## config.mk

```make
export PLATFORM = sky130hd
export DESIGN_NAME = rtp_nal_depacketizer_core
export DESIGN_NICKNAME = d
export VERILOG_FILES = /design/src/rtl/core/rnd_pkg.sv /design/src/rtl/core/rtp_nal_depacketizer_core.sv /design/src/rtl/core/rnd_parse.sv
export SDC_FILE = /design/constraint.sdc
export NUM_CORES = 1
export LEC_CHECK = 0
export ABC_AREA = 1
export BUFFER_PORTS_ARGS = -buffer_cell sky130_fd_sc_hd__buf_2
export CAP_MARGIN = 25
export CORE_MARGIN = 1
export CORE_UTILIZATION = 30
export DETAILED_ROUTE_END_ITERATION = 6
export PLACE_DENSITY_LB_ADDON = 0.05
export SLEW_MARGIN = 10
export SYNTH_ARGS = -nofsm -noshare
export SYNTH_HDL_FRONTEND = slang
export SYNTH_SLANG_ARGS = --single-unit
```

## constraint.sdc

```tcl
create_clock -name i_clk -period 11.7 [get_ports i_clk]
set_input_delay 2.34 -clock i_clk [delete_from_list [all_inputs] [get_ports i_clk]]
set_output_delay 2.34 -clock i_clk [all_outputs]
set_load 0.05 [all_outputs]
```

## src/rtl/core/rnd_pkg.sv

```systemverilog
// shared types and constants for the rtp nal depacketizer
`default_nettype none

package rnd_pkg;

    localparam logic [5:0] TYPE_MASK      = 6'b111111;
    localparam logic [5:0] TYPE_AGGREGATE = 6'd48;
    localparam logic [5:0] TYPE_FRAGMENT  = 6'd49;
    localparam int unsigned FU_FIRST_BIT  = 7;
    localparam int unsigned FU_LAST_BIT   = 6;

    localparam logic [1:0] KIND_SINGLE        = 2'd0;
    localparam logic [1:0] KIND_AGGREGATE     = 2'd1;
    localparam logic [1:0] KIND_FRAGMENT      = 2'd2;
    localparam logic [1:0] KIND_FRAGMENT_LAST = 2'd3;

    localparam logic [1:0] AGG_SIZE_HIGH = 2'd0;
    localparam logic [1:0] AGG_SIZE_LOW  = 2'd1;
    localparam logic [1:0] AGG_DATA      = 2'd2;

    localparam logic [1:0] POS_HEADER = 2'd0;
    localparam logic [1:0] POS_FU     = 2'd1;
    localparam logic [1:0] POS_BEYOND = 2'd2;

    typedef struct packed {
        logic [15:0] seq_number;
        logic        packet_end;
        logic        packet_start;
        logic [7:0]  payload_byte;
    } t_item;

    typedef struct packed {
        logic [15:0] missed_packets;
        logic        abort_unit;
        logic        unit_last;
        logic        unit_first;
        logic        byte_valid;
        logic [7:0]  unit_byte;
    } t_result;

endpackage

`default_nettype wire

```

## src/rtl/core/rtp_nal_depacketizer_core.sv

```systemverilog
// Depacketizer top level: input register, per-byte decode, result register.
// Takes one rtp payload byte per cycle, stalled while a byte's result meets a full result
// register, and returns at most one result per byte via the input and result registers;
// the rate is set by the single decode step between them, which updates the packet state
// once per byte. Late packets (lower sequence number, no wrap) are dropped whole, and a
// header result carries the count of skipped sequence numbers or an abort of an open unit.
`default_nettype none

module rtp_nal_depacketizer_core
    import rnd_pkg::*;
(
    input  wire logic        i_clk,
    input  wire logic        i_rst_n,
    input  wire logic        s_axis_tvalid,
    output logic             s_axis_tready,
    input  wire logic [23:0] s_axis_tdata,  // payload_byte, seq_number
    input  wire logic        s_axis_tlast,  // packet_end
    input  wire logic [0:0]  s_axis_tuser,  // packet_start
    output logic             m_axis_tvalid,
    input  wire logic        m_axis_tready,
    output logic [23:0]      m_axis_tdata,  // unit_byte, missed_packets
    output logic             m_axis_tlast,  // unit_last
    output logic [2:0]       m_axis_tuser   // byte_valid, unit_first, abort_unit
);

    t_item   r_in;
    logic    r_in_valid;
    t_result r_out;
    logic    r_out_valid;
    t_result res;
    logic    res_valid;
    logic    out_free;
    logic    step;

    assign out_free      = !r_out_valid || m_axis_tready;
    assign step          = r_in_valid && (!res_valid || out_free);
    assign s_axis_tready = !r_in_valid || step;

    rnd_parse u_parse (
        .i_clk       (i_clk),
        .i_rst_n     (i_rst_n),
        .i_item      (r_in),
        .i_step      (step),
        .o_result    (res),
        .o_res_valid (res_valid)
    );

    always_ff @(posedge i_clk) begin
        if (!i_rst_n) begin
            r_in_valid <= 1'b0;
        end else if (s_axis_tready) begin
            r_in_valid <= s_axis_tvalid;
        end
    end

    always_ff @(posedge i_clk) begin
        if (s_axis_tready && s_axis_tvalid) begin
            r_in.payload_byte <= s_axis_tdata[7:0];
            r_in.seq_number   <= s_axis_tdata[23:8];
            r_in.packet_end   <= s_axis_tlast;
            r_in.packet_start <= s_axis_tuser[0];
        end
    end

    always_ff @(posedge i_clk) begin
        if (!i_rst_n) begin
            r_out_valid <= 1'b0;
        end else if (step && res_valid) begin
            r_out_valid <= 1'b1;
        end else if (m_axis_tready) begin
            r_out_valid <= 1'b0;
        end
    end

    always_ff @(posedge i_clk) begin
        if (step && res_valid) begin
            r_out <= res;
        end
    end

    assign m_axis_tvalid = r_out_valid;
    assign m_axis_tdata  = {r_out.missed_packets, r_out.unit_byte};
    assign m_axis_tlast  = r_out.unit_last;
    assign m_axis_tuser  = {r_out.abort_unit, r_out.unit_first, r_out.byte_valid};

`ifndef SYNTHESIS
    assert property (@(posedge i_clk) disable iff (!i_rst_n)
        r_in_valid && !step |=> r_in_valid && $stable(r_in))
        else $error("input item lost while waiting");
    assert property (@(posedge i_clk) disable iff (!i_rst_n)
        m_axis_tvalid && !m_axis_tuser[0] |-> m_axis_tdata[7:0] == 8'd0)
        else $error("data byte set on a marker result");
    assert property (@(posedge i_clk) disable iff (!i_rst_n)
        step && res_valid |-> out_free)
        else $error("result register overwritten");
`endif

endmodule

`default_nettype wire

```

## src/rtl/core/rnd_parse.sv

```systemverilog
// per-byte packet state and result decode
`default_nettype none

module rnd_parse
    import rnd_pkg::*;
(
    input  wire logic    i_clk,
    input  wire logic    i_rst_n,
    input  wire t_item   i_item,
    input  wire logic    i_step,
    output t_result      o_result,
    output logic         o_res_valid
);

    logic [15:0] r_last_seq, n_last_seq;
    logic        r_drop, n_drop;
    logic [1:0]  r_pos, n_pos;
    logic [1:0]  r_kind, n_kind;
    logic        r_frag_open, n_frag_open;
    logic [1:0]  r_agg, n_agg;
    logic [15:0] r_remaining, n_remaining;
    logic        r_unit_open, n_unit_open;
    logic [7:0]  r_size_high, n_size_high;

    logic [7:0]  b;
    logic        st;
    logic        en;
    logic [16:0] last_inc;
    logic [15:0] missed;
    logic [1:0]  kind;
    logic        ab;
    logic        uo;
    logic [15:0] rem_dec;
    logic        fu_first;
    logic        fu_last;
    logic [15:0] size;

    assign b        = i_item.payload_byte;
    assign st       = i_item.packet_start;
    assign en       = i_item.packet_end;
    assign last_inc = {1'b0, r_last_seq} + 17'd1;
    assign missed   = ({1'b0, i_item.seq_number} > last_inc) ?
                      (i_item.seq_number - r_last_seq - 16'd1) : 16'd0;
    assign kind     = ((b[5:0] & TYPE_MASK) == TYPE_AGGREGATE) ? KIND_AGGREGATE :
                      ((b[5:0] & TYPE_MASK) == TYPE_FRAGMENT)  ? KIND_FRAGMENT :
                      KIND_SINGLE;
    assign rem_dec  = r_remaining - 16'd1;
    assign fu_first = b[FU_FIRST_BIT];
    assign fu_last  = b[FU_LAST_BIT];
    assign size     = {r_size_high, b};

    always_comb begin
        n_last_seq  = r_last_seq;
        n_drop      = r_drop;
        n_pos       = r_pos;
        n_kind      = r_kind;
        n_frag_open = r_frag_open;
        n_agg       = r_agg;
        n_remaining = r_remaining;
        n_unit_open = r_unit_open;
        n_size_high = r_size_high;
        o_result    = '0;
        o_res_valid = 1'b0;
        ab          = 1'b0;
        uo          = r_unit_open;

        if (st) begin
            n_pos  = POS_HEADER;
            n_agg  = AGG_SIZE_HIGH;
            n_drop = 1'b0;
            if (i_item.seq_number < r_last_seq) begin
                n_drop = !en;
            end else begin
                n_last_seq = i_item.seq_number;
                if (kind != KIND_FRAGMENT || en || !r_frag_open) begin
                    ab          = r_unit_open;
                    n_unit_open = 1'b0;
                    if (kind != KIND_FRAGMENT || en) begin
                        n_frag_open = 1'b0;
                    end
                end
                n_kind = kind;
                n_pos  = en ? POS_HEADER : POS_FU;
                if (ab || missed != 16'd0) begin
                    o_res_valid             = 1'b1;
                    o_result.abort_unit     = ab;
                    o_result.missed_packets = missed;
                end
            end
        end else if (r_drop) begin
            if (en) begin
                n_drop = 1'b0;
                n_pos  = POS_HEADER;
            end
        end else if (r_pos != POS_HEADER) begin
            if (r_pos == POS_FU) begin
                n_pos = POS_BEYOND;
            end
            case (r_kind)
                KIND_SINGLE: begin
                    n_unit_open         = !en;
                    o_res_valid         = 1'b1;
                    o_result.unit_byte  = b;
                    o_result.byte_valid = 1'b1;
                    o_result.unit_first = !r_unit_open;
                    o_result.unit_last  = en;
                end
                KIND_AGGREGATE: begin
                    case (r_agg)
                        AGG_SIZE_HIGH: begin
                            n_size_high = b;
                            n_agg       = AGG_SIZE_LOW;
                        end
                        AGG_SIZE_LOW: begin
                            if (size != 16'd0) begin
                                n_remaining = size;
                                n_agg       = AGG_DATA;
                            end else begin
                                n_agg = AGG_SIZE_HIGH;
                            end
                        end
                        default: begin
                            n_remaining         = rem_dec;
                            n_unit_open         = (rem_dec != 16'd0) && !en;
                            if (rem_dec == 16'd0) begin
                                n_agg = AGG_SIZE_HIGH;
                            end
                            o_res_valid         = 1'b1;
                            o_result.unit_byte  = b;
                            o_result.byte_valid = 1'b1;
                            o_result.unit_first = !r_unit_open;
                            o_result.unit_last  = (rem_dec == 16'd0);
                            o_result.abort_unit = en && (rem_dec != 16'd0);
                        end
                    endcase
                    if (en) begin
                        n_agg = AGG_SIZE_HIGH;
                    end
                end
                default: begin
                    if (r_pos == POS_FU) begin
                        if (fu_first && r_frag_open) begin
                            ab = r_unit_open;
                            uo = 1'b0;
                        end
                        n_frag_open = 1'b1;
                        n_kind      = fu_last ? KIND_FRAGMENT_LAST : KIND_FRAGMENT;
                        n_unit_open = uo;
                        if (en && fu_last) begin
                            if (uo) begin
                                o_res_valid        = 1'b1;
                                o_result.unit_last = 1'b1;
                            end else if (ab) begin
                                o_res_valid         = 1'b1;
                                o_result.abort_unit = 1'b1;
                            end
                            n_unit_open = 1'b0;
                            n_frag_open = 1'b0;
                        end else if (ab) begin
                            o_res_valid         = 1'b1;
                            o_result.abort_unit = 1'b1;
                        end
                    end else begin
                        n_unit_open = !(en && r_kind == KIND_FRAGMENT_LAST);
                        if (en && r_kind == KIND_FRAGMENT_LAST) begin
                            n_frag_open = 1'b0;
                        end
                        o_res_valid         = 1'b1;
                        o_result.unit_byte  = b;
                        o_result.byte_valid = 1'b1;
                        o_result.unit_first = !r_unit_open;
                        o_result.unit_last  = en && r_kind == KIND_FRAGMENT_LAST;
                    end
                end
            endcase
            if (en) begin
                n_pos = POS_HEADER;
            end
        end
    end

    always_ff @(posedge i_clk) begin
        if (!i_rst_n) begin
            r_last_seq  <= '0;
            r_drop      <= 1'b0;
            r_pos       <= POS_HEADER;
            r_kind      <= KIND_SINGLE;
            r_frag_open <= 1'b0;
            r_agg       <= AGG_SIZE_HIGH;
            r_remaining <= '0;
            r_unit_open <= 1'b0;
            r_size_high <= '0;
        end else if (i_step) begin
            r_last_seq  <= n_last_seq;
            r_drop      <= n_drop;
            r_pos       <= n_pos;
            r_kind      <= n_kind;
            r_frag_open <= n_frag_open;
            r_agg       <= n_agg;
            r_remaining <= n_remaining;
            r_unit_open <= n_unit_open;
            r_size_high <= n_size_high;
        end
    end

`ifndef SYNTHESIS
    assert property (@(posedge i_clk) disable iff (!i_rst_n)
        r_pos == POS_HEADER |-> !(r_pos == POS_HEADER && r_drop && r_agg == AGG_DATA))
        else $error("drop with aggregate data phase");
    assert property (@(posedge i_clk) disable iff (!i_rst_n)
        o_res_valid && o_result.unit_first |-> o_result.byte_valid)
        else $error("unit start without data");
    assert property (@(posedge i_clk) disable iff (!i_rst_n)
        o_res_valid && o_result.missed_packets != 16'd0 |-> !o_result.byte_valid)
        else $error("missed count on a data result");
    assert property (@(posedge i_clk) disable iff (!i_rst_n)
        !i_step |=> $stable(r_last_seq) && $stable(r_unit_open))
        else $error("state moved without a step");
`endif

endmodule

`default_nettype wire
```

==> implementation parameters, run 1 <==
Parameter                              Value

Run status
  Status ... completed

Clock tree
  Buffer type at the clock tree root ... sky130_fd_sc_hd__clkbuf_16
  Clock tree buffer depth ... 2
  Clock sink total ... 105
  Clock edge transition at the registers on the reported setup and hold paths ... 0.07 ns
  Post-cts hold buffer count ... 0
  Clock latency on the worst-skew pair ... 0.36 ns
  H-tree depth ... 3
  TritonCTS clock tree ... yes
  Post-CTS Repair Setup Buffers ... 0
  Cells resized by post-CTS repair ... 0
  Number of buffers created by CTS ... 9

STA
  Tightest Pin Transition ... 0.871 ns
  Setup TNS ... 0 ns
  Portion of the clock cycle consumed by the worst path in the final layout ... 56.0%
  Final clock skew ... 0.0129 ns
  Post-layout min period ... 6.55 ns
  Endpoints failing setup ... 0
  Post-route worst hold slack ... 0.520 ns
  Number of endpoints with negative hold slack in the final report ... 0
  Highest Clock Rate ... 0.153 GHz
  Worst-case headroom to the max-slew limit ... 41.8%
  Unrepaired setup endpoints after global routing ... no
  Final number of max-transition violations ... 0

Setup path
  Kind of launch point of the worst setup path ... flip-flop
  Critical Path Max Stage Delay ... 0.39 ns
  Worst EP arrival ... 4.21 ns
  Worst-path maximum fanout ... 17
  Cell at the slowest stage of the critical path ... sky130_fd_sc_hd__dfxtp_1
  Largest delay contributor family on the critical path ... simple AND/OR/NAND/NOR gates
  Crit-path most repeated cell ... sky130_fd_sc_hd__nand2_4
  CP Capture Type ... output port
  Critical Setup Path Class ... flip-flop to output port
  Required @ worst endpoint ... 9.36 ns
  Critical-path cell list ... inv_1, nor3_1, nand3_1, nor2_1, nand4_1, nor2_1, nand3_1, nor3_1, xor2_1, ha_1, a21oi_1, nand2_1, nand2_4, nand2_2, nand2_4, o21ai_1, nor2_1, nand3_2, nand2_4, nand2_4, nand3_1, buf_2
  WP buf/inv ... 2

Synthesis
  Yosys top cell by area ... sky130_fd_sc_hd__edfxtp_1
  Async set-or-reset flop fraction in the synthesized netlist ... 0%
  Post-synth top area share ... 24.4%
  Top-count cell post-synth ... sky130_fd_sc_hd__nand2_1
  Post-synthesis net count ... 981
  Leading cell types by count after synthesis ... sky130_fd_sc_hd__nand2_1 (222), sky130_fd_sc_hd__nor2_1 (167), sky130_fd_sc_hd__inv_1 (135), sky130_fd_sc_hd__edfxtp_1 (54), sky130_fd_sc_hd__dfxtp_1 (51)
  Cell count after synthesis ... 914
  Synthesis warning total ... 0
  Predominant post-synthesis flop cell ... sky130_fd_sc_hd__edfxtp_1
  Total of flip-flops plus latches after synthesis ... 105
  Post-Synthesis Cell Area ... 6650 um2
  Number of synthesized flops with an enable pin ... 54
  Avg Synthesized Cell Area ... 7.27 um2
  Cell types occupying the most area after synthesis ... sky130_fd_sc_hd__edfxtp_1 (24%), sky130_fd_sc_hd__dfxtp_1 (15%), sky130_fd_sc_hd__nand2_1 (13%), sky130_fd_sc_hd__nor2_1 (9.4%), sky130_fd_sc_hd__inv_1 (7.6%)
  Proportion of synthesized chip area in sequential cells ... 39.8%
  Synth unique cells ... 44

Global routing
  Global-route wire length before repair ... 29.4 mm
  Number of antenna violations at the first check in global routing ... 0
  Via count of the first global-routing pass ... 5460
  All-layer global routing usage ... 16.8%
  Total global routing overflow ... 0
  Pin count of the biggest net entering global routing ... 48

Power
  Static power due to leakage ... 3.54 nW
  Highest ir drop seen on vdd ... 0.0553 mV
  Design Power ... 0.902 mW
  Power density of the placed cells ... 120 nW/um2

Routing
  Post-route antenna net violation count ... 0
  Total length of routed wires ... 18.0 mm
  Length of the first detailed-routing pass in iterations ... 5
  Mean number of vias per cell ... 4.52
  Initial detailed-routing violation count ... 230
  DRC errors left ... 0
  Routed via count ... 5670
  Post-DR wirelength/cell ... 14.4 um

Layout
  Fraction of final layout cells sized beyond drive strength 1 ... 10.4%
  Non-filler cells in the finished layout ... 1255
  Post-Layout Inst Area ... 7540 um2
  Number of diodes ... 0
  Number of nets in the layout ... 1037
  Area taken by multi-input logic gates ... 3390 um2
  Area of all sequential standard cells ... 2640 um2
  Fill cells ... 2418
  Area growth syn-to-layout ... 13.5%

Placed design
  HPWL after DPL ... 14.0 mm
  Routability-driven placement congestion ratio ... 0.855
  Port Buffer Count ... 59
  Placed instance area ... 7250 um2
  DP Cell Count ... 1239

Die
  Starting density of the core ... 30.5%
  Area enclosed by the die boundary ... 22800 um2
  Die Span Y ... 151 um
  Area of the core ... 21800 um2
  Die Wd ... 151 um
  Ports placed on the boundary ... 60
  Site row count ... 54

Min path
  Classification of the worst-slack hold path ... flip-flop to flip-flop

Job
  Max Cap Viol ... 0
-- final timing paths --
kind | from | to | slack, ns | cells after the start
worst max-delay path | u_parse.r_last_seq[0] | s_axis_tready | 5.15 | 22
worst min-delay path | u_parse.r_drop | u_parse.r_drop | 0.52 | 2
worst max register to register | u_parse.r_last_seq[0] | u_parse.r_remaining[0] | 6.87 | 24
worst min register to register | u_parse.r_drop | u_parse.r_drop | 0.52 | 2
-- flip-flops by register name, indices dropped and copies added, names as in the netlist, 2 cells and up --
name                 cells
u_parse.r_pos            2
r_in                    26
u_parse.r_remaining     16
u_parse.r_agg            2
u_parse.r_size_high      8
m_axis_tdata            24
u_parse.r_kind           2
u_parse.r_last_seq      16
m_axis_tuser             3
-- tightest hold or removal path, cell delays in order, from the launching register on --
cell                      delay, ns
sky130_fd_sc_hd__dfxtp_1       0.35
sky130_fd_sc_hd__nand2_1       0.08
sky130_fd_sc_hd__a21oi_1       0.05
-- power by group --
group | switching, mW | leakage (nW) | internal, mW
registers | 0.0141 | 0.932 | 0.403
logic | 0.116 | 2.46 | 0.0534
clock network | 0.149 | 0.146 | 0.166
-- per-layer routing --
layer | share of wire (%) | track usage, % | vias up
li1 | - | - | 3028
met1 | 55 | 25.1 | 2533
met5 | 0 | 0 | -
met2 | 41 | 25.1 | 96
met4 | 1.0 | 4.10 | 0
met3 | 3.2 | 2.47 | 13
-- cells in the final DEF, fill, tap and decap left out, drive strengths merged, types with 2 or more instances in the layout --
cell    instances
nor4            3
inv           140
nor2          171
nand3b          2
a211oi          2
nor3           20
buf            62
nand4          18
xnor2           2
o31ai           3
o21ai          49
clkinv          4
a21o            2
nand3          44
o211ai          4
clkbuf          9
nand2         232
xor2           28
dfxtp          51
ha             36
o21bai          3
o22ai           2
a21oi          26
edfxtp         54
-- layout make-up --
| cell class | instances | share of cell area (%) |
|---|---|---|
| flip-flops and latches | 105 | 35.0 |
| clock inverters | 7 | 0.929 |
| inverters | 139 | 6.95 |
| repair buffers | 62 | 4.48 |
| well taps | 280 | 4.64 |
| clock buffers | 9 | 2.99 |
| multi-input cells | 653 | 45.0 |
-- cells by family (layout without fill, tap and decap cells) --
group / count (synthesis) / count (layout) / share of synthesized area [%]
buffers and inverters: 156 / 217 / 9.19
AO/OA/AOI/OAI: 94 / 94 / 7.93
adder cells (fa/ha/maj): 37 / 37 / 7.08
flip-flops: 105 / 105 / 39.8
AND/OR/NAND/NOR: 492 / 492 / 32.1
XOR/XNOR: 30 / 30 / 3.95
-- stage by stage --
| stage | setup slack [ns] | utilization [%] |
|---|---|---|
| 5_1_grt | 4.66 | 34.7 |
| 3_3_place_gp | 5.53 | 33.2 |
| 2_1_floorplan | 6.02 | - |
| 3_5_place_dp | 5.50 | 33.3 |
| 6_report | 5.15 | 34.7 |
| 4_1_cts | 5.09 | 34.7 |
No activity file was read; power rests on OpenSTA's default activity.
==> run 2: changes to the inputs <==
clock period = 5.9 ns   (was 11.7 ns; I/O delays follow)
==> implementation parameters, run 2 (synthesized netlist as in run 1, its figures left out) <==
Parameter                              Value

Layout
  Max reg flops ... 26 (unchanged)
  Area taken by multi-input logic gates ... 3400 um2 (+0.15%)
  Number of nets in the layout ... 1038 (+0.096%)
  Final core utilization ... 34.6% (-0.092 points)
  Area of all sequential standard cells ... 2640 um2 (unchanged)
  Most frequent cells in the layout ... sky130_fd_sc_hd__nand2_1 (222), sky130_fd_sc_hd__nor2_1 (167), sky130_fd_sc_hd__inv_1 (135), sky130_fd_sc_hd__buf_2 (59), sky130_fd_sc_hd__edfxtp_1 (54)
  Most common library cell in the layout ignoring fill and taps ... sky130_fd_sc_hd__nand2_1
  Non-filler cells in the finished layout ... 1256 (+0.080%)
  Post-Layout Inst Area ... 7520 um2 (-0.27%)
  Fraction of final layout cells sized beyond drive strength 1 ... 10.5% (+0.092 points)
  Largest register by flop count ... r_in
  Area growth syn-to-layout ... 13.2%
  Fill cells ... 2417 (-0.041%)
  Number of diodes ... 0 (unchanged)

STA
  Highest Clock Rate ... 0.188 GHz
  Final clock skew ... 0.00965 ns (-0.00329 ns)
  Setup TNS ... 0 ns (unchanged)
  Post-layout min period ... 5.33 ns
  Worst-case headroom to the max-slew limit ... 49.4% (+7.6 points)
  Endpoints failing setup ... 0 (unchanged)
  Final number of max-transition violations ... 0 (unchanged)
  Tightest Pin Transition ... 0.756 ns (-0.115 ns)
  Unrepaired setup endpoints after global routing ... no
  Number of endpoints with negative hold slack in the final report ... 0 (unchanged)
  Portion of the clock cycle consumed by the worst path in the final layout ... 90.4%

Die
  Die Wd ... 151 um (unchanged)
  Starting density of the core ... 30.5% (unchanged)
  Ports placed on the boundary ... 60 (unchanged)
  Site row count ... 54 (unchanged)
  Area enclosed by the die boundary ... 22800 um2 (unchanged)
  Area of the core ... 21800 um2 (unchanged)
  Die Span Y ... 151 um (unchanged)

Global routing
  Global-route wire length before repair ... 29.1 mm (-1.1%)
  All-layer global routing usage ... 16.7% (-0.13 points)
  Total global routing overflow ... 0 (unchanged)
  Number of antenna violations at the first check in global routing ... 0 (unchanged)
  Pin count of the biggest net entering global routing ... 48 (unchanged)
  Via count of the first global-routing pass ... 5426 (-0.62%)

Routing
  DRC errors left ... 0 (unchanged)
  Total length of routed wires ... 18.0 mm (about the same)
  Post-route antenna net violation count ... 0 (unchanged)
  Post-DR wirelength/cell ... 14.4 um (-0.11%)
  Initial detailed-routing violation count ... 239 (+3.9%)
  Routed via count ... 5676 (+0.11%)
  Mean number of vias per cell ... 4.52 (about the same)
  Length of the first detailed-routing pass in iterations ... 5 (unchanged)

Setup path
  Required @ worst endpoint ... 4.72 ns (-4.64 ns)
  CP Launch Point ... u_parse.r_last_seq[0]
  Critical path endpoint ... s_axis_tready
  Worst EP arrival ... 4.15 ns (-0.06 ns)
  CP Capture Type ... output port
  Cell depth of the worst flop-to-flop path ... 26 (+8.3%)
  Kind of launch point of the worst setup path ... flip-flop
  Worst setup slack for register-to-register paths ... 1.13 ns (-5.74 ns)
  Reg2reg end ... m_axis_tdata[17]
  Critical Setup Path Class ... flip-flop to output port
  Worst-path maximum fanout ... 17 (unchanged)
  Reg2Reg Launch Point ... u_parse.r_last_seq[0]

Power
  Power density of the placed cells ... 232 nW/um2 (+94%)
  Design Power ... 1.74 mW (+93%)
  Highest ir drop seen on vdd ... 0.122 mV (+120%)
  Static power due to leakage ... 3.53 nW (-0.20%)

Clock tree
  Clock sink total ... 105 (unchanged)
  Clock edge transition at the registers on the reported setup and hold paths ... 0.08 ns (about the same)
  Clock tree buffer depth ... 2 (unchanged)
  TritonCTS clock tree ... yes
  Buffer type at the clock tree root ... sky130_fd_sc_hd__clkbuf_16
  H-tree depth ... 3 (unchanged)
  Clock latency on the worst-skew pair ... 0.36 ns (about the same)
  Number of buffers created by CTS ... 9 (unchanged)

Placed design
  DP Cell Count ... 1240 (+0.081%)
  HPWL after DPL ... 14.0 mm (+0.12%)
  Routability-driven placement congestion ratio ... 0.838 (-2.0%)
  Port Buffer Count ... 59 (unchanged)
  Placed instance area ... 7250 um2 (unchanged)

Min path
  Classification of the worst-slack hold path ... flip-flop to flip-flop

Job
  Max Cap Viol ... 0 (unchanged)

Run status
  Status ... completed
==> run 2: changes by cell type in the layout (fill, tap and decap cells not counted), sizes merged <==
cell and change:
buf +1, bufinv -1, clkinv +1, clkinvlp -1, inv +1
==> run 2: stage by stage <==
step,setup WS (ns),hold slack (ns)
2_1_floorplan,1.38,0.477
4_1_cts,0.416,0.528
6_report,0.569,0.529
3_5_place_dp,0.830,0.516
5_1_grt,0.0765,0.544
3_3_place_gp,0.895,0.519
==> run 2: final cells by class <==
| cell class | count | share of cell area, % |
|---|---|---|
| Clock buffer | 9 | 2.99 |
| Clock inverter | 7 | 0.599 |
| Inverter | 139 | 6.97 |
| Multi-Input combinational cell | 653 | 45.2 |
| Sequential cell | 105 | 35.1 |
| Tap cell | 280 | 4.66 |
| Timing Repair Buffer | 63 | 4.49 |
==> run 2: how the worst min path moves through the flow <==
stage                                 start                      end  slack, ns  depth (start not counted)
floorplan                    u_parse.r_drop           u_parse.r_drop       0.48                          2
global placement    u_parse.r_remaining[15]  u_parse.r_remaining[15]       0.52                          4
detailed placement           u_parse.r_drop           u_parse.r_drop       0.52                          2
CTS                          u_parse.r_drop           u_parse.r_drop       0.53                          2
global route                 u_parse.r_drop           u_parse.r_drop       0.54                          2
finish              u_parse.r_remaining[15]  u_parse.r_remaining[15]       0.53                          4
==> run 2: worst max-delay path, stage by stage, from the launching register on <==
cell	delay, ns
sky130_fd_sc_hd__dfxtp_1	0.40
sky130_fd_sc_hd__inv_1	0.12
sky130_fd_sc_hd__nor3_2	0.25
sky130_fd_sc_hd__nand3_1	0.14
sky130_fd_sc_hd__nor2_1	0.14
sky130_fd_sc_hd__nand4_1	0.15
sky130_fd_sc_hd__nor2_1	0.19
sky130_fd_sc_hd__nand3_1	0.13
sky130_fd_sc_hd__nor3_1	0.19
sky130_fd_sc_hd__xor2_1	0.17
sky130_fd_sc_hd__ha_1	0.28
sky130_fd_sc_hd__a21oi_1	0.16
sky130_fd_sc_hd__nand2_1	0.10
sky130_fd_sc_hd__nand2_4	0.09
sky130_fd_sc_hd__nand2_2	0.11
sky130_fd_sc_hd__nand2_4	0.12
sky130_fd_sc_hd__o21ai_1	0.06
sky130_fd_sc_hd__nor2_1	0.16
sky130_fd_sc_hd__nand3_2	0.11
sky130_fd_sc_hd__nand2_4	0.18
sky130_fd_sc_hd__nand2_4	0.10
sky130_fd_sc_hd__nand3_1	0.13
sky130_fd_sc_hd__buf_2	0.28
==> run 2: report_power, final <==
group	internal [mW]	switching (mW)	leakage, nW	total (mW)
registers	0.800	0.0286	0.932	0.828
logic	0.105	0.230	2.47	0.335
clock network	0.287	0.292	0.137	0.579
==> run 2: per-layer routing <==
layer / GRT usage, % / up-vias / part of all wire, %
met3: 2.53 / 13 / 3.3
met2: 24.5 / 112 / 40
met1: 25.1 / 2521 / 55
met4: 4.40 / 0 / 1.4
met5: 0 / - / 0
li1: - / 3030 / -
==> run 2: repair_timing <==
| action | in CTS | in global routing |
|---|---|---|
| setup buffers | 0 | 0 |
| hold buffers | 0 | 0 |
| resized for setup | 0 | 1 |
| setup endpoints to repair | 0 | 1 |
